**config.mk**
```make
export PLATFORM = sky130hd
export DESIGN_NAME = vt100_escape_sequence_parser_unit
export DESIGN_NICKNAME = d
export VERILOG_FILES = /design/src/rtl/vtp_pkg.sv /design/src/rtl/vtp_front.sv /design/src/rtl/vtp_queue.sv /design/src/rtl/vtp_back.sv /design/src/rtl/vt100_escape_sequence_parser_unit.sv
export SDC_FILE = /design/constraint.sdc
export NUM_CORES = 1
export LEC_CHECK = 0
export ABC_AREA = 1
export BUFFER_PORTS_ARGS = -buffer_cell sky130_fd_sc_hd__buf_2
export CAP_MARGIN = 40
export CORE_MARGIN = 5
export CORE_UTILIZATION = 45
export DETAILED_ROUTE_END_ITERATION = 7
export PLACE_DENSITY = 0.71
export SETUP_SLACK_MARGIN = 0.05
export SLEW_MARGIN = 40
export SYNTH_ARGS = -nofsm -noshare
export SYNTH_HDL_FRONTEND = slang
export SYNTH_SLANG_ARGS = --single-unit
```
**constraint.sdc**
```tcl
create_clock -name i_clk -period 6.2 [get_ports i_clk]
set_clock_uncertainty 0.2 [all_clocks]
set_input_delay 1.24 -clock i_clk [delete_from_list [all_inputs] [get_ports i_clk]]
set_output_delay 1.24 -clock i_clk [all_outputs]
set_load 0.1 [all_outputs]
```
**src/rtl/vtp_pkg.sv**
```systemverilog
// ----------------------------------------------------------------------------
// vtp_pkg
// Shared types and constants of the terminal escape sequence parser:
// event codes, command codes between the front and back parts, byte values.
// ----------------------------------------------------------------------------
package vtp_pkg;

    localparam int unsigned ArgW  = 20;
    localparam int unsigned CpW   = 21;
    localparam int unsigned RowW  = 10;
    localparam int unsigned ColW  = 12;
    localparam int unsigned KindW = 5;

    typedef enum logic [KindW-1:0] {
        EV_CONSUMED = 5'd0,
        EV_SGR      = 5'd1,
        EV_ABS      = 5'd2,
        EV_UP       = 5'd3,
        EV_DOWN     = 5'd4,
        EV_FWD      = 5'd5,
        EV_BACK     = 5'd6,
        EV_EOL      = 5'd7,
        EV_BOL      = 5'd8,
        EV_LINE     = 5'd9,
        EV_SCREEN   = 5'd10,
        EV_BOS      = 5'd11,
        EV_EOS      = 5'd12,
        EV_REGION   = 5'd13,
        EV_ROWABS   = 5'd14,
        EV_ECH      = 5'd15,
        EV_ALTIN    = 5'd16,
        EV_ALTOUT   = 5'd17,
        EV_CHAR     = 5'd18,
        EV_CR       = 5'd19,
        EV_LF       = 5'd20
    } t_event;

    typedef enum logic [2:0] {
        OP_NONE,
        OP_CHAR,
        OP_CR,
        OP_LF,
        OP_BS,
        OP_TAB,
        OP_FINAL
    } t_op;

    typedef struct packed {
        t_op             op;
        logic [7:0]      fin;
        logic            priv;
        logic [ArgW-1:0] p0;
        logic [ArgW-1:0] p1;
        logic [RowW-1:0] row;
        logic [3:0]      tab;
        logic [CpW-1:0]  cp;
    } t_cmd;

    localparam logic [ArgW-1:0] ACCUM_LIMIT = 20'd65535;
    localparam logic [ArgW-1:0] ALT_SCREEN  = 20'd1049;
    localparam logic [RowW-1:0] ROWS_RESET  = 10'd24;

    localparam logic [7:0] CH_BS     = 8'h08;
    localparam logic [7:0] CH_TAB    = 8'h09;
    localparam logic [7:0] CH_LF     = 8'h0A;
    localparam logic [7:0] CH_CR     = 8'h0D;
    localparam logic [7:0] CH_BEL    = 8'h07;
    localparam logic [7:0] CH_ESC    = 8'h1B;
    localparam logic [7:0] CH_SPACE  = 8'h20;
    localparam logic [7:0] CH_G0     = 8'h28;
    localparam logic [7:0] CH_G1     = 8'h29;
    localparam logic [7:0] CH_G2     = 8'h2A;
    localparam logic [7:0] CH_G3     = 8'h2B;
    localparam logic [7:0] CH_ZERO   = 8'h30;
    localparam logic [7:0] CH_NINE   = 8'h39;
    localparam logic [7:0] CH_COLON  = 8'h3A;
    localparam logic [7:0] CH_SEMI   = 8'h3B;
    localparam logic [7:0] CH_QUEST  = 8'h3F;
    localparam logic [7:0] CH_FIN_LO = 8'h40;
    localparam logic [7:0] CH_FIN_HI = 8'h7E;
    localparam logic [7:0] CH_LBRACK = 8'h5B;
    localparam logic [7:0] CH_BSLASH = 8'h5C;
    localparam logic [7:0] CH_RBRACK = 8'h5D;

    localparam logic [7:0] FIN_CUU = 8'h41;
    localparam logic [7:0] FIN_CUD = 8'h42;
    localparam logic [7:0] FIN_CUF = 8'h43;
    localparam logic [7:0] FIN_CUB = 8'h44;
    localparam logic [7:0] FIN_CNL = 8'h45;
    localparam logic [7:0] FIN_CPL = 8'h46;
    localparam logic [7:0] FIN_CHA = 8'h47;
    localparam logic [7:0] FIN_CUP = 8'h48;
    localparam logic [7:0] FIN_ED  = 8'h4A;
    localparam logic [7:0] FIN_EL  = 8'h4B;
    localparam logic [7:0] FIN_ECH = 8'h58;
    localparam logic [7:0] FIN_VPA = 8'h64;
    localparam logic [7:0] FIN_HVP = 8'h66;
    localparam logic [7:0] FIN_SET = 8'h68;
    localparam logic [7:0] FIN_RST = 8'h6C;
    localparam logic [7:0] FIN_SGR = 8'h6D;
    localparam logic [7:0] FIN_STB = 8'h72;

endpackage

```
**src/rtl/vtp_front.sv**
```systemverilog
// ----------------------------------------------------------------------------
// vtp_front
// Byte front end: tracks escape, control, command-string and charset states,
// gathers parameters, assembles utf-8 and classifies each byte into a command.
// ----------------------------------------------------------------------------
module vtp_front import vtp_pkg::*; #(
    parameter int unsigned MAX_PARAMS = 16
) (
    input  logic             i_clk,
    input  logic             i_rst_n,
    input  logic             i_take,
    input  logic [7:0]       i_byte,
    input  logic [RowW-1:0]  i_row,
    input  logic [ColW-1:0]  i_col,
    output t_cmd             o_cmd
);

    localparam int unsigned TotW = $clog2(MAX_PARAMS + 1);

    logic            r_after_esc, n_after_esc;
    logic            r_in_csi, n_in_csi;
    logic            r_priv, n_priv;
    logic            r_in_osc, n_in_osc;
    logic            r_osc_esc, n_osc_esc;
    logic            r_skip_cs, n_skip_cs;
    logic [ArgW-1:0] r_accum, n_accum;
    logic [ArgW-1:0] r_first, n_first;
    logic [ArgW-1:0] r_second, n_second;
    logic [TotW-1:0] r_total, n_total;
    logic [2:0]      r_have, n_have;
    logic [2:0]      r_need, n_need;
    logic [7:0]      r_u8_bytes [4];

    logic            u8_we;
    logic [1:0]      u8_addr;
    logic [ArgW-1:0] cl_first, cl_second;
    logic [TotW-1:0] cl_total;
    logic [2:0]      have_inc;
    logic [ArgW-1:0] accum_x10;

    // parameter close
    always_comb begin
        cl_first  = r_first;
        cl_second = r_second;
        cl_total  = r_total;
        if (r_total < TotW'(MAX_PARAMS)) begin
            if (r_total == '0) begin
                cl_first = r_accum;
            end
            if (r_total == TotW'(1)) begin
                cl_second = r_accum;
            end
            cl_total = r_total + TotW'(1);
        end
    end

    assign have_inc  = r_have + 3'd1;
    assign accum_x10 = {r_accum[ArgW-4:0], 3'b000} + {r_accum[ArgW-2:0], 1'b0};

    always_comb begin
        n_after_esc = r_after_esc;
        n_in_csi    = r_in_csi;
        n_priv      = r_priv;
        n_in_osc    = r_in_osc;
        n_osc_esc   = r_osc_esc;
        n_skip_cs   = r_skip_cs;
        n_accum     = r_accum;
        n_first     = r_first;
        n_second    = r_second;
        n_total     = r_total;
        n_have      = r_have;
        n_need      = r_need;
        u8_we       = 1'b0;
        u8_addr     = 2'd0;
        o_cmd       = '0;
        o_cmd.op    = OP_NONE;
        o_cmd.row   = i_row;

        if (r_in_osc) begin
            if (r_osc_esc) begin
                n_osc_esc = 1'b0;
                if (i_byte == CH_BSLASH) begin
                    n_in_osc = 1'b0;
                end
            end else if (i_byte == CH_BEL) begin
                n_in_osc = 1'b0;
            end else if (i_byte == CH_ESC) begin
                n_osc_esc = 1'b1;
            end
        end else if (r_skip_cs) begin
            n_skip_cs = 1'b0;
        end else if (r_after_esc && (i_byte != CH_ESC)) begin
            n_after_esc = 1'b0;
            if (i_byte == CH_LBRACK) begin
                n_in_csi = 1'b1;
                n_priv   = 1'b0;
                n_total  = '0;
                n_accum  = '0;
            end else if (i_byte == CH_RBRACK) begin
                n_in_osc  = 1'b1;
                n_osc_esc = 1'b0;
            end else if ((i_byte == CH_G0) || (i_byte == CH_G1) ||
                         (i_byte == CH_G2) || (i_byte == CH_G3)) begin
                n_skip_cs = 1'b1;
            end
        end else if (i_byte == CH_ESC) begin
            n_after_esc = 1'b1;
            n_in_csi    = 1'b0;
            n_have      = 3'd0;
            n_need      = 3'd0;
        end else if (r_in_csi) begin
            if ((i_byte >= CH_ZERO) && (i_byte <= CH_NINE)) begin
                if (r_accum <= ACCUM_LIMIT) begin
                    n_accum = accum_x10 + {12'd0, i_byte - CH_ZERO};
                end
            end else if ((i_byte == CH_SEMI) || (i_byte == CH_COLON)) begin
                n_first  = cl_first;
                n_second = cl_second;
                n_total  = cl_total;
                n_accum  = '0;
            end else if (i_byte == CH_QUEST) begin
                n_priv = 1'b1;
            end else if ((i_byte >= CH_FIN_LO) && (i_byte <= CH_FIN_HI)) begin
                n_first    = cl_first;
                n_second   = cl_second;
                n_total    = cl_total;
                n_accum    = '0;
                n_in_csi   = 1'b0;
                o_cmd.op   = OP_FINAL;
                o_cmd.fin  = i_byte;
                o_cmd.priv = r_priv;
                o_cmd.p0   = cl_first;
                o_cmd.p1   = (cl_total > TotW'(1)) ? cl_second : '0;
            end
        end else if (i_byte == CH_CR) begin
            o_cmd.op = OP_CR;
        end else if (i_byte == CH_LF) begin
            o_cmd.op = OP_LF;
        end else if (i_byte == CH_BS) begin
            o_cmd.op = OP_BS;
        end else if (i_byte == CH_TAB) begin
            o_cmd.op  = OP_TAB;
            o_cmd.tab = 4'd8 - {1'b0, i_col[2:0]};
        end else if (i_byte < CH_SPACE) begin
            o_cmd.op = OP_NONE;
        end else if ((r_need != 3'd0) && (i_byte[7:6] == 2'b10)) begin
            // continuation byte
            u8_we   = 1'b1;
            u8_addr = r_have[1:0];
            n_have  = have_inc;
            if (have_inc >= r_need) begin
                n_have   = 3'd0;
                n_need   = 3'd0;
                o_cmd.op = OP_CHAR;
                case (r_need)
                    3'd2: o_cmd.cp = {10'd0, r_u8_bytes[0][4:0], i_byte[5:0]};
                    3'd3: o_cmd.cp = {5'd0, r_u8_bytes[0][3:0], r_u8_bytes[1][5:0],
                                      i_byte[5:0]};
                    default: o_cmd.cp = {r_u8_bytes[0][2:0], r_u8_bytes[1][5:0],
                                         r_u8_bytes[2][5:0], i_byte[5:0]};
                endcase
            end
        end else begin
            // lead byte, a broken sequence is dropped first
            n_have = 3'd0;
            n_need = 3'd0;
            if (i_byte[7] == 1'b0) begin
                o_cmd.op = OP_CHAR;
                o_cmd.cp = {13'd0, i_byte};
            end else if (i_byte[7:5] == 3'b110) begin
                n_need  = 3'd2;
                n_have  = 3'd1;
                u8_we   = 1'b1;
            end else if (i_byte[7:4] == 4'b1110) begin
                n_need  = 3'd3;
                n_have  = 3'd1;
                u8_we   = 1'b1;
            end else if (i_byte[7:3] == 5'b11110) begin
                n_need  = 3'd4;
                n_have  = 3'd1;
                u8_we   = 1'b1;
            end
        end
    end

    always_ff @(posedge i_clk) begin
        if (!i_rst_n) begin
            r_after_esc <= 1'b0;
            r_in_csi    <= 1'b0;
            r_priv      <= 1'b0;
            r_in_osc    <= 1'b0;
            r_osc_esc   <= 1'b0;
            r_skip_cs   <= 1'b0;
            r_accum     <= '0;
            r_first     <= '0;
            r_second    <= '0;
            r_total     <= '0;
            r_have      <= 3'd0;
            r_need      <= 3'd0;
        end else if (i_take) begin
            r_after_esc <= n_after_esc;
            r_in_csi    <= n_in_csi;
            r_priv      <= n_priv;
            r_in_osc    <= n_in_osc;
            r_osc_esc   <= n_osc_esc;
            r_skip_cs   <= n_skip_cs;
            r_accum     <= n_accum;
            r_first     <= n_first;
            r_second    <= n_second;
            r_total     <= n_total;
            r_have      <= n_have;
            r_need      <= n_need;
        end
    end

    always_ff @(posedge i_clk) begin
        if (i_take && u8_we) begin
            r_u8_bytes[u8_addr] <= i_byte;
        end
    end

endmodule

```
**src/rtl/vtp_queue.sv**
```systemverilog
// ----------------------------------------------------------------------------
// vtp_queue
// Two-entry command queue between the front and back parts.
// ----------------------------------------------------------------------------
module vtp_queue import vtp_pkg::*; (
    input  logic i_clk,
    input  logic i_rst_n,
    input  logic i_push,
    input  t_cmd i_cmd,
    output logic o_full,
    input  logic i_pop,
    output logic o_valid,
    output t_cmd o_cmd
);

    t_cmd       r_slot0, r_slot1;
    logic       r_wptr, r_rptr;
    logic [1:0] r_count;

    assign o_full  = (r_count == 2'd2);
    assign o_valid = (r_count != 2'd0);
    assign o_cmd   = r_rptr ? r_slot1 : r_slot0;

    always_ff @(posedge i_clk) begin
        if (!i_rst_n) begin
            r_wptr  <= 1'b0;
            r_rptr  <= 1'b0;
            r_count <= 2'd0;
        end else begin
            if (i_push) begin
                r_wptr <= ~r_wptr;
            end
            if (i_pop) begin
                r_rptr <= ~r_rptr;
            end
            case ({i_push, i_pop})
                2'b10:   r_count <= r_count + 2'd1;
                2'b01:   r_count <= r_count - 2'd1;
                default: r_count <= r_count;
            endcase
        end
    end

    always_ff @(posedge i_clk) begin
        if (i_push && !r_wptr) begin
            r_slot0 <= i_cmd;
        end
        if (i_push && r_wptr) begin
            r_slot1 <= i_cmd;
        end
    end

endmodule

```
**src/rtl/vtp_back.sv**
```systemverilog
// ----------------------------------------------------------------------------
// vtp_back
// Command back end: decodes characters, controls and final bytes with defaults and
// clamping, forms the event and holds it in the output register until transfer.
// ----------------------------------------------------------------------------
module vtp_back import vtp_pkg::*; (
    input  logic             i_clk,
    input  logic             i_rst_n,
    input  logic             i_cfg_we,
    input  logic [RowW-1:0]  i_cfg_data,
    input  logic             i_cmd_valid,
    input  t_cmd             i_cmd,
    output logic             o_pop,
    output logic             o_valid,
    input  logic             i_ready,
    output logic [KindW-1:0] o_kind,
    output logic [ArgW-1:0]  o_arg_one,
    output logic [ArgW-1:0]  o_arg_two,
    output logic [CpW-1:0]   o_cp
);

    logic [RowW-1:0]  r_rows;
    logic             r_valid;
    t_event           r_kind, n_kind;
    logic [ArgW-1:0]  r_arg_one, n_arg_one;
    logic [ArgW-1:0]  r_arg_two, n_arg_two;
    logic [CpW-1:0]   r_cp, n_cp;

    logic [ArgW-1:0]  cnt;
    logic [ArgW-1:0]  row_w;
    logic [ArgW-1:0]  p1_m1;
    logic [ArgW-1:0]  bot_base;
    logic signed [ArgW:0] bot_raw, bot, rows_s, top_s;

    assign row_w    = {{(ArgW-RowW){1'b0}}, i_cmd.row};
    assign cnt      = (i_cmd.p0 != '0) ? i_cmd.p0 : ArgW'(1);
    assign p1_m1    = ((i_cmd.p1 != '0) ? i_cmd.p1 : ArgW'(1)) - ArgW'(1);
    assign bot_base = (i_cmd.p1 != '0) ? i_cmd.p1 : {{(ArgW-RowW){1'b0}}, r_rows};
    assign rows_s   = $signed({{(ArgW+1-RowW){1'b0}}, r_rows});
    assign bot_raw  = $signed({1'b0, bot_base}) - 21'sd1;
    assign bot      = (bot_raw >= rows_s) ? (rows_s - 21'sd1) : bot_raw;
    assign top_s    = $signed({1'b0, cnt - ArgW'(1)});

    always_comb begin
        n_kind    = EV_CONSUMED;
        n_arg_one = '0;
        n_arg_two = '0;
        n_cp      = '0;
        case (i_cmd.op)
            OP_CHAR: begin
                n_kind = EV_CHAR;
                n_cp   = i_cmd.cp;
            end
            OP_CR:   n_kind = EV_CR;
            OP_LF:   n_kind = EV_LF;
            OP_BS:   n_kind = EV_BACK;
            OP_TAB: begin
                n_kind    = EV_FWD;
                n_arg_one = {16'd0, i_cmd.tab};
            end
            OP_FINAL: begin
                if (i_cmd.priv) begin
                    if ((i_cmd.p0 == ALT_SCREEN) && (i_cmd.fin == FIN_SET)) begin
                        n_kind = EV_ALTIN;
                    end else if ((i_cmd.p0 == ALT_SCREEN) && (i_cmd.fin == FIN_RST)) begin
                        n_kind = EV_ALTOUT;
                    end
                end else begin
                    case (i_cmd.fin)
                        FIN_SGR: n_kind = EV_SGR;
                        FIN_CUP, FIN_HVP: begin
                            n_kind    = EV_ABS;
                            n_arg_one = cnt - ArgW'(1);
                            n_arg_two = p1_m1;
                        end
                        FIN_CUU: begin
                            n_kind    = EV_UP;
                            n_arg_one = cnt;
                        end
                        FIN_CUD: begin
                            n_kind    = EV_DOWN;
                            n_arg_one = cnt;
                        end
                        FIN_CUF: begin
                            n_kind    = EV_FWD;
                            n_arg_one = cnt;
                        end
                        FIN_CUB: begin
                            n_kind    = EV_BACK;
                            n_arg_one = cnt;
                        end
                        FIN_CNL: begin
                            n_kind    = EV_ABS;
                            n_arg_one = row_w + cnt;
                        end
                        FIN_CPL: begin
                            n_kind    = EV_ABS;
                            n_arg_one = (row_w >= cnt) ? (row_w - cnt) : '0;
                        end
                        FIN_CHA: begin
                            n_kind    = EV_ABS;
                            n_arg_one = row_w;
                            n_arg_two = cnt - ArgW'(1);
                        end
                        FIN_EL: begin
                            if (i_cmd.p0 == ArgW'(0)) begin
                                n_kind = EV_EOL;
                            end else if (i_cmd.p0 == ArgW'(1)) begin
                                n_kind = EV_BOL;
                            end else if (i_cmd.p0 == ArgW'(2)) begin
                                n_kind = EV_LINE;
                            end
                        end
                        FIN_ED: begin
                            if (i_cmd.p0 == ArgW'(2)) begin
                                n_kind = EV_SCREEN;
                            end else if (i_cmd.p0 == ArgW'(1)) begin
                                n_kind = EV_BOS;
                            end else begin
                                n_kind = EV_EOS;
                            end
                        end
                        FIN_STB: begin
                            if (top_s < bot) begin
                                n_kind    = EV_REGION;
                                n_arg_one = top_s[ArgW-1:0];
                                n_arg_two = bot[ArgW-1:0];
                            end
                        end
                        FIN_VPA: begin
                            n_kind    = EV_ROWABS;
                            n_arg_one = cnt - ArgW'(1);
                        end
                        FIN_ECH: begin
                            n_kind    = EV_ECH;
                            n_arg_one = cnt;
                        end
                        default: n_kind = EV_CONSUMED;
                    endcase
                end
            end
            default: n_kind = EV_CONSUMED;
        endcase
    end

    assign o_pop     = i_cmd_valid && (!r_valid || i_ready);
    assign o_valid   = r_valid;
    assign o_kind    = r_kind;
    assign o_arg_one = r_arg_one;
    assign o_arg_two = r_arg_two;
    assign o_cp      = r_cp;

    always_ff @(posedge i_clk) begin
        if (!i_rst_n) begin
            r_rows  <= ROWS_RESET;
            r_valid <= 1'b0;
        end else begin
            if (i_cfg_we) begin
                r_rows <= i_cfg_data;
            end
            if (o_pop) begin
                r_valid <= 1'b1;
            end else if (i_ready) begin
                r_valid <= 1'b0;
            end
        end
    end

    always_ff @(posedge i_clk) begin
        if (o_pop) begin
            r_kind    <= n_kind;
            r_arg_one <= n_arg_one;
            r_arg_two <= n_arg_two;
            r_cp      <= n_cp;
        end
    end

endmodule

```
**src/rtl/vt100_escape_sequence_parser_unit.sv**
```systemverilog
// One terminal byte is taken per cycle while o_ready is high; every byte gives
// exactly one event, in order. The front part updates the escape, control-sequence,
// command-string, charset and utf-8 state in the cycle that a byte is transferred and
// writes a classified command into a two-entry queue; the back part decodes it and holds
// the event in an output register. An event goes through a queue slot, then the output
// register. The sustained rate is one byte per cycle while the output side takes one
// event per cycle; the queue sets how far the input side can run on while the output
// stalls. screen_rows is written through i_cfg_we and i_cfg_data and resets to 24.
// ----------------------------------------------------------------------------
// vt100_escape_sequence_parser_unit
// Top level of the terminal byte-stream parser: front end, command queue and
// back end with its output register.
// ----------------------------------------------------------------------------
module vt100_escape_sequence_parser_unit import vtp_pkg::*; #(
    parameter int unsigned MAX_PARAMS = 16
) (
    input  logic             i_clk,
    input  logic             i_rst_n,
    input  logic             i_cfg_we,
    input  logic [RowW-1:0]  i_cfg_data,
    input  logic             i_valid,
    output logic             o_ready,
    input  logic [7:0]       i_in_byte,
    input  logic [RowW-1:0]  i_cur_row,
    input  logic [ColW-1:0]  i_cur_col,
    output logic             o_valid,
    input  logic             i_ready,
    output logic [KindW-1:0] o_event_kind,
    output logic [ArgW-1:0]  o_arg_one,
    output logic [ArgW-1:0]  o_arg_two,
    output logic [CpW-1:0]   o_code_point
);

    logic take;
    logic q_full;
    logic q_valid;
    logic q_pop;
    t_cmd front_cmd;
    t_cmd q_cmd;

    assign o_ready = !q_full;
    assign take    = i_valid && !q_full;

    vtp_front #(
        .MAX_PARAMS (MAX_PARAMS)
    ) u_front (
        .i_clk   (i_clk),
        .i_rst_n (i_rst_n),
        .i_take  (take),
        .i_byte  (i_in_byte),
        .i_row   (i_cur_row),
        .i_col   (i_cur_col),
        .o_cmd   (front_cmd)
    );

    vtp_queue u_queue (
        .i_clk   (i_clk),
        .i_rst_n (i_rst_n),
        .i_push  (take),
        .i_cmd   (front_cmd),
        .o_full  (q_full),
        .i_pop   (q_pop),
        .o_valid (q_valid),
        .o_cmd   (q_cmd)
    );

    vtp_back u_back (
        .i_clk       (i_clk),
        .i_rst_n     (i_rst_n),
        .i_cfg_we    (i_cfg_we),
        .i_cfg_data  (i_cfg_data),
        .i_cmd_valid (q_valid),
        .i_cmd       (q_cmd),
        .o_pop       (q_pop),
        .o_valid     (o_valid),
        .i_ready     (i_ready),
        .o_kind      (o_event_kind),
        .o_arg_one   (o_arg_one),
        .o_arg_two   (o_arg_two),
        .o_cp        (o_code_point)
    );

endmodule
```
# After elaboration in Yosys (flattened, before gate mapping)
# Memory sizes are Yosys's and may differ from the RTL's.
# Cells that the tools add are included.
[word_totals]
wordCells = 372
ram_bits = 32
memories = 1
register_bits = 332
in_bits = 45
out_inout_bits = 68
[classes]
eq_ne = 70
n_reduce_logical = 50
mux = 180
addsub = 14
n_lt_le_gt_ge = 12
bitwise = 8
[mem_list]
columns = ["name", "words", "word_bits", "rd", "rd_clocked_by_memory_dff", "write_ports", "line_no", "source"]
rows = [
  ["u_front.r_u8_bytes", 4, 8, 3, 0, 1, "vtp_front.sv:32", "logic [7:0] r_u8_bytes [4];"],
]
[op_table]
columns = ["op", "count"]
rows = [
  ["$mux 20", 27],
  ["$mux 52", 8],
  ["$mux 25", 8],
  ["$eq 8x7->1 const B", 20],
  ["$pmux 20 s6", 1],
  ["$mux 21", 5],
  ["$mux 3", 33],
  ["$mux 87", 1],
  ["$mux 5", 15],
  ["$mux 1", 60],
  ["$pmux 20 s3", 1],
  ["$eq 8x6->1 const B", 7],
  ["$pmux 5 s11", 1],
  ["$mux 49", 1],
  ["$pmux 21 s2", 1],
  ["$pmux 20 s2", 1],
  ["$reduce_bool 20->1", 2],
  ["$sub 20x1->20 const B", 2],
  ["$reduce_and 9->1", 4],
  ["$eq 8x4->1 const B", 4],
  ["$pmux 5 s6", 1],
  ["$mux 2", 11],
  ["$ge 21x11->1", 1],
  ["$lt 21x21->1", 1],
  ["61 further kinds", 118],
]

# Logic depth before layout (Yosys ltp)
[logic_depth]
depth_word = 19
ltp_mapped = 46
ltp_nobuf = 42

# Hierarchy
# From an unflattened synthesis, not the netlist that was laid out.
[hier_totals]
cells_unflattened = 2479
area_unflattened_um2 = 21216.6
[by_module_without_submodules]
columns = ["mod", "cells_each", "seq_area_each_um2", "area_each_um2", "instances"]
rows = [
  ["vtp_back", 1157, 2202.1, 7863.8, 1],
  ["vtp_front", 1015, 2052.0, 6832.8, 1],
  ["vtp_queue", 304, 5305.1, 6506.2, 1],
  ["vt100_escape_sequence_parser_unit", 3, 0.0, 13.8, 1],
]

# Worst setup path before layout
# Ideal clock, no wire load.
[synth_path]
kind = "flip-flop to flip-flop"
startpoint = "register u_queue.r_count[0]"
endpoint = "register u_queue.r_slot1[0] (netlist bit), enable pin"
setup_time_ns = 0.535
path_slack_ns = 0.329
t_arrival_ns = 5.136
n_path_buf = 0
period_less_slack_ns = 5.871
stages_incl_launch_ff = 5
required_ns = 5.465
path_cell_list = "dfxtp_1 inv_1 nand2_1 nand2_1 nor2_1"
[synth_between]
elab_chain_cells = 4
[synth_rtl]
columns = ["element", "line_no", "source"]
rows = [
  ["from (decl)", "vtp_queue.sv:18", "logic [1:0] r_count;"],
  ["from (signal assigned)", "vtp_queue.sv:37", "2'b10: r_count <= r_count + 2'd1;"],
  ["from (signal assigned)", "vtp_queue.sv:38", "2'b01: r_count <= r_count - 2'd1;"],
  ["from (signal assigned)", "vtp_queue.sv:39", "default: r_count <= r_count;"],
  ["$eq 2x2->1", "vtp_queue.sv:20", "assign o_full = (r_count == 2'd2);"],
  ["$logic_not 1->1", "-", ""],
  ["via o_ready", "vt100_escape_sequence_parser_unit.sv:22", "output logic o_ready,"],
  ["$logic_and 1x1->1", "vt100_escape_sequence_parser_unit.sv:42", "assign take = i_valid && !q_full;"],
  ["$logic_and 1x1->1", "vtp_queue.sv:48", "if (i_push && r_wptr) begin"],
  ["to (signal assigned)", "vtp_queue.sv:49", "r_slot1 <= i_cmd;"],
  ["to (decl)", "vtp_queue.sv:16", "t_cmd r_slot0, r_slot1;"],
]
# The timed path passes the listed nets, and every way through them passes these cells.
# A chain may end at the register's enable or synchronous reset.

# Worst setup path in the final report
[layout_path]
startpoint = "register u_queue.r_rptr"
endpoint = "register u_back.r_arg_two[1] (netlist: u_back.o_arg_two[1]) (data pin)"
[layout_between]
elab_chain_cells = 9
elab_cells_between_ends = 22
cone_classes = "3 x add/sub; 2 x order compare; 5 x eq/ne; 7 x mux; 1 x bitwise; 4 x reduce/logical"
[layout_rtl]
columns = ["element", "line_no", "source"]
rows = [
  ["from (decl)", "vtp_queue.sv:17", "logic r_wptr, r_rptr;"],
  ["from (signal assigned)", "vtp_queue.sv:34", "r_rptr <= ~r_rptr;"],
  ["$mux 87 *", "vtp_queue.sv:22", "assign o_cmd = r_rptr ? r_slot1 : r_slot0;"],
  ["$reduce_bool 20->1", "vtp_back.sv:37, vtp_back.sv:38", ""],
  ["$mux 20", "vtp_back.sv:38", "assign bot_base = (i_cmd.p1 != '0) ? i_cmd.p1 : {{(ArgW-RowW){1'b0}}, r_rows};"],
  ["$sub 20x1->21", "vtp_back.sv:40", "assign bot_raw = $signed({1'b0, bot_base}) - 21'sd1;"],
  ["$ge 21x11->1", "vtp_back.sv:41", "assign bot = (bot_raw >= rows_s) ? (rows_s - 21'sd1) : bot_raw;"],
  ["$mux 21", "vtp_back.sv:41", ""],
  ["$lt 21x21->1", "vtp_back.sv:124", "if (top_s < bot) begin"],
  ["$mux 20", "vtp_back.sv:124", ""],
  ["$pmux 20 s3", "vtp_back.sv:69", "case (i_cmd.fin)"],
  ["to (signal assigned)", "vtp_back.sv:173", "r_arg_two <= n_arg_two;"],
  ["to (decl)", "vtp_back.sv:26", "logic [ArgW-1:0] r_arg_two, n_arg_two;"],
]
# Mark *: on every way between the ends. The rest lies on a longest branch, timed or not.

==> flow_summary.ini <==
[clock_tree]
cts_hold_buf = 0
clock_latency_ns = 0.57
h-tree-depth = 2
root_buffer = clkbuf_16
clkTransAtPathRegs_ns = 0.06
post-cts-setup-buffer-count = 0
cts_buffer_depth = 3
cts_tree = built
cts_made_buffers = 38
cts_sinks = 349

[yosys]
yosysMostFrequentCell = nand2_1
syn_area_um2 = 20300
synth_ff_type = edfxtp_1
avgSynthCellArea_um2 = 8.23
yosysUniqueCellTypes = 69
synth_cells = 2469
yosys.area.top_type = edfxtp_1
netlist.area_leader.share_pct = 38.0
ys_async_sr_fraction_pct = 0
ys_seq_area_share_pct = 47.0
yosysWarnings = 0
synth-seq-cells = 349
synth_enable_flop_cells = 257
synth_area_leaders = edfxtp_1, dfxtp_1, nand2_1
synth_commonest_cells = nand2_1, inv_1, nor2_1

[min_path]
hold_class = flop to flop

[global_route]
grt_usage_pct = 21.8
grt_overflow = 0
grt_max_degree = 81
grt_first_pass_wirelength_um = 88400
first_global_vias = 16600
antenna_found_initial = 0

[worst_setup_path]
crit_top_cell = nand2_1
cp.arrival_ns = 5.86
startpoint_type = flop
critPathSlowestCell = dfxtp_2
critPathRequiredTime_ns = 6.31
slowest_delay_ns = 0.39
path_class = flop to flop
critPathMaxFanout = 17
setup.worst_path.end_class = flop

[sta]
tightest_slew_ns = 0.831
min_period_ns = 5.75
final-setup-viol-count = 0
fmax_mhz = 174
slew_headroom_pct = 44.2
finalHoldViolCount = 0
setup_tns_ns = 0
rsz0062_at_grt = no
min_period_over_period_pct = 92.8
slew_viol_final = 0

[power_and_ir_drop]
power_density_nw_per_um2 = 464
power_leakage_nw = 10.1
ir_drop_v = 0.000415

[route]
route.detailed.drc = 0
vias = 17500
wl_met1_um = 24500
wirelength_um = 55300
vias_per_cell = 5.37
ant_nets = 0
avgRoutedWirePerCell_um = 17.0
wl_met3_um = 3630
first_pass_iters = 6
wl_met2_um = 25500
drtIter0Drc = 1441
routed.top_layer = met4

[finish]
regArea_um2 = 9560
nNetsFinal = 2791
drive_gt1_share_pct = 13.9
diodes = 0
instances_no_fill = 3263
fill_cells = 4072
multiInputGateArea_um2 = 9120
area_growth_pct = 15.2

[placement]
io_buffers = 103
dp_hpwl_um = 41800
place_congestion = 0.979
place_inst = 3193

[outcome]
status = finished, final reports clean

[die]
start_util_pct = 45.8
die_h_um = 223
core_um2 = 44400
die-area_um2 = 49500
num_rows = 77
num_io_pins = 113
die_w_um = 223

[run]
drv_cap = 0
==> report_power, final <==
group          internal, mW  switching [mW]  leakage (nW)  total [mW]
clock                  1.31           0.947         0.601        2.26
sequential             3.01           0.112          3.23        3.12
combinational          1.31            4.17          6.24        5.48
==> worst paths after layout <==
check,startpoint,end,slack (ns),cells past startpoint
setup / recovery,u_queue.r_rptr,u_back.o_arg_two[1],0.45,37
hold / removal,u_front.r_first[19],u_front.r_first[19],0.25,2
setup reg to reg,u_queue.r_rptr,u_back.o_arg_two[1],0.45,37
hold reg to reg,u_front.r_first[19],u_front.r_first[19],0.25,2
==> area by class of cell <==
class | count | share of cell area, %
repair buffers | 202 | 5.56
inverters | 379 | 6.11
well taps | 592 | 3.16
multi-input cells | 1671 | 38.9
clock inverters | 24 | 1.20
clock buffers | 46 | 4.19
flip-flops and latches | 349 | 40.8
==> critical path: cells and delay by family (launching register included) <==
kind | cells | cell delay, ns
fa+ha+maj | 3 | 0.79
simple gates | 21 | 1.95
flops | 1 | 0.39
buf+inv | 5 | 0.62
xor+xnor | 1 | 0.22
compound gates | 7 | 1.33
==> sequential cells by signal, indices dropped and copies added, names as in the netlist, 20 cells and up <==
name,count
u_front.r_first,20
u_back.o_cp,21
u_back.o_arg_one,20
u_front.r_accum,20
u_queue.r_slot1,87
u_back.o_arg_two,20
u_front.r_second,20
u_queue.r_slot0,87
==> cell usage in the layout (no fill, tap or decap), types with 91 or more instances in the layout <==
master    Yosys  final
nand2_1     481    480
inv_1       364    364
edfxtp_1    257    257
nor2_1      258    253
a21oi_1     207    206
o21ai_0     183    175
buf_2         4    103
nand3_1     102    102
ha_1         97     96
buf_4         3     92
dfxtp_1      92     91
==> timing repair <==
action,CTS,global route
resized for setup,0,24
endpoints found under the hold margin,0,0
setup endpoints to repair,0,33
==> per-stage QoR <==
step | hold WS [ns] | cell area, um^2 | power (mW) | setup slack, ns | util, %
after global placement | 0.239 | 22000 | 8.49 | 0.373 | 49.6
after global routing | 0.271 | 23400 | 11.5 | 0.0774 | 52.7
after floorplan | 0.230 | 20300 | 7.14 | 0.329 | -
after CTS | 0.253 | 23300 | 10.9 | 0.321 | 52.5
after detailed placement | 0.244 | 22100 | 8.58 | 0.348 | 49.7
final | 0.252 | 23400 | 10.9 | 0.446 | 52.7
==> cells by family after synthesis <==
family	Yosys count	share of synthesized area, %
simple gates	1021	21.8
compound gates	496	13.7
mux	2	0.0985
flops	349	47.0
fa+ha+maj	105	6.76
other cells	1	0.0185
xor+xnor	45	1.94
buf+inv	450	8.66
==> metal layers <==
metal	global-route usage, %	up-vias
li1	-	8596
met1	30.6	8223
met2	35.3	587
met3	3.35	104
met4	6.44	0
met5	0	-
(Power assumes the default switching activity.)
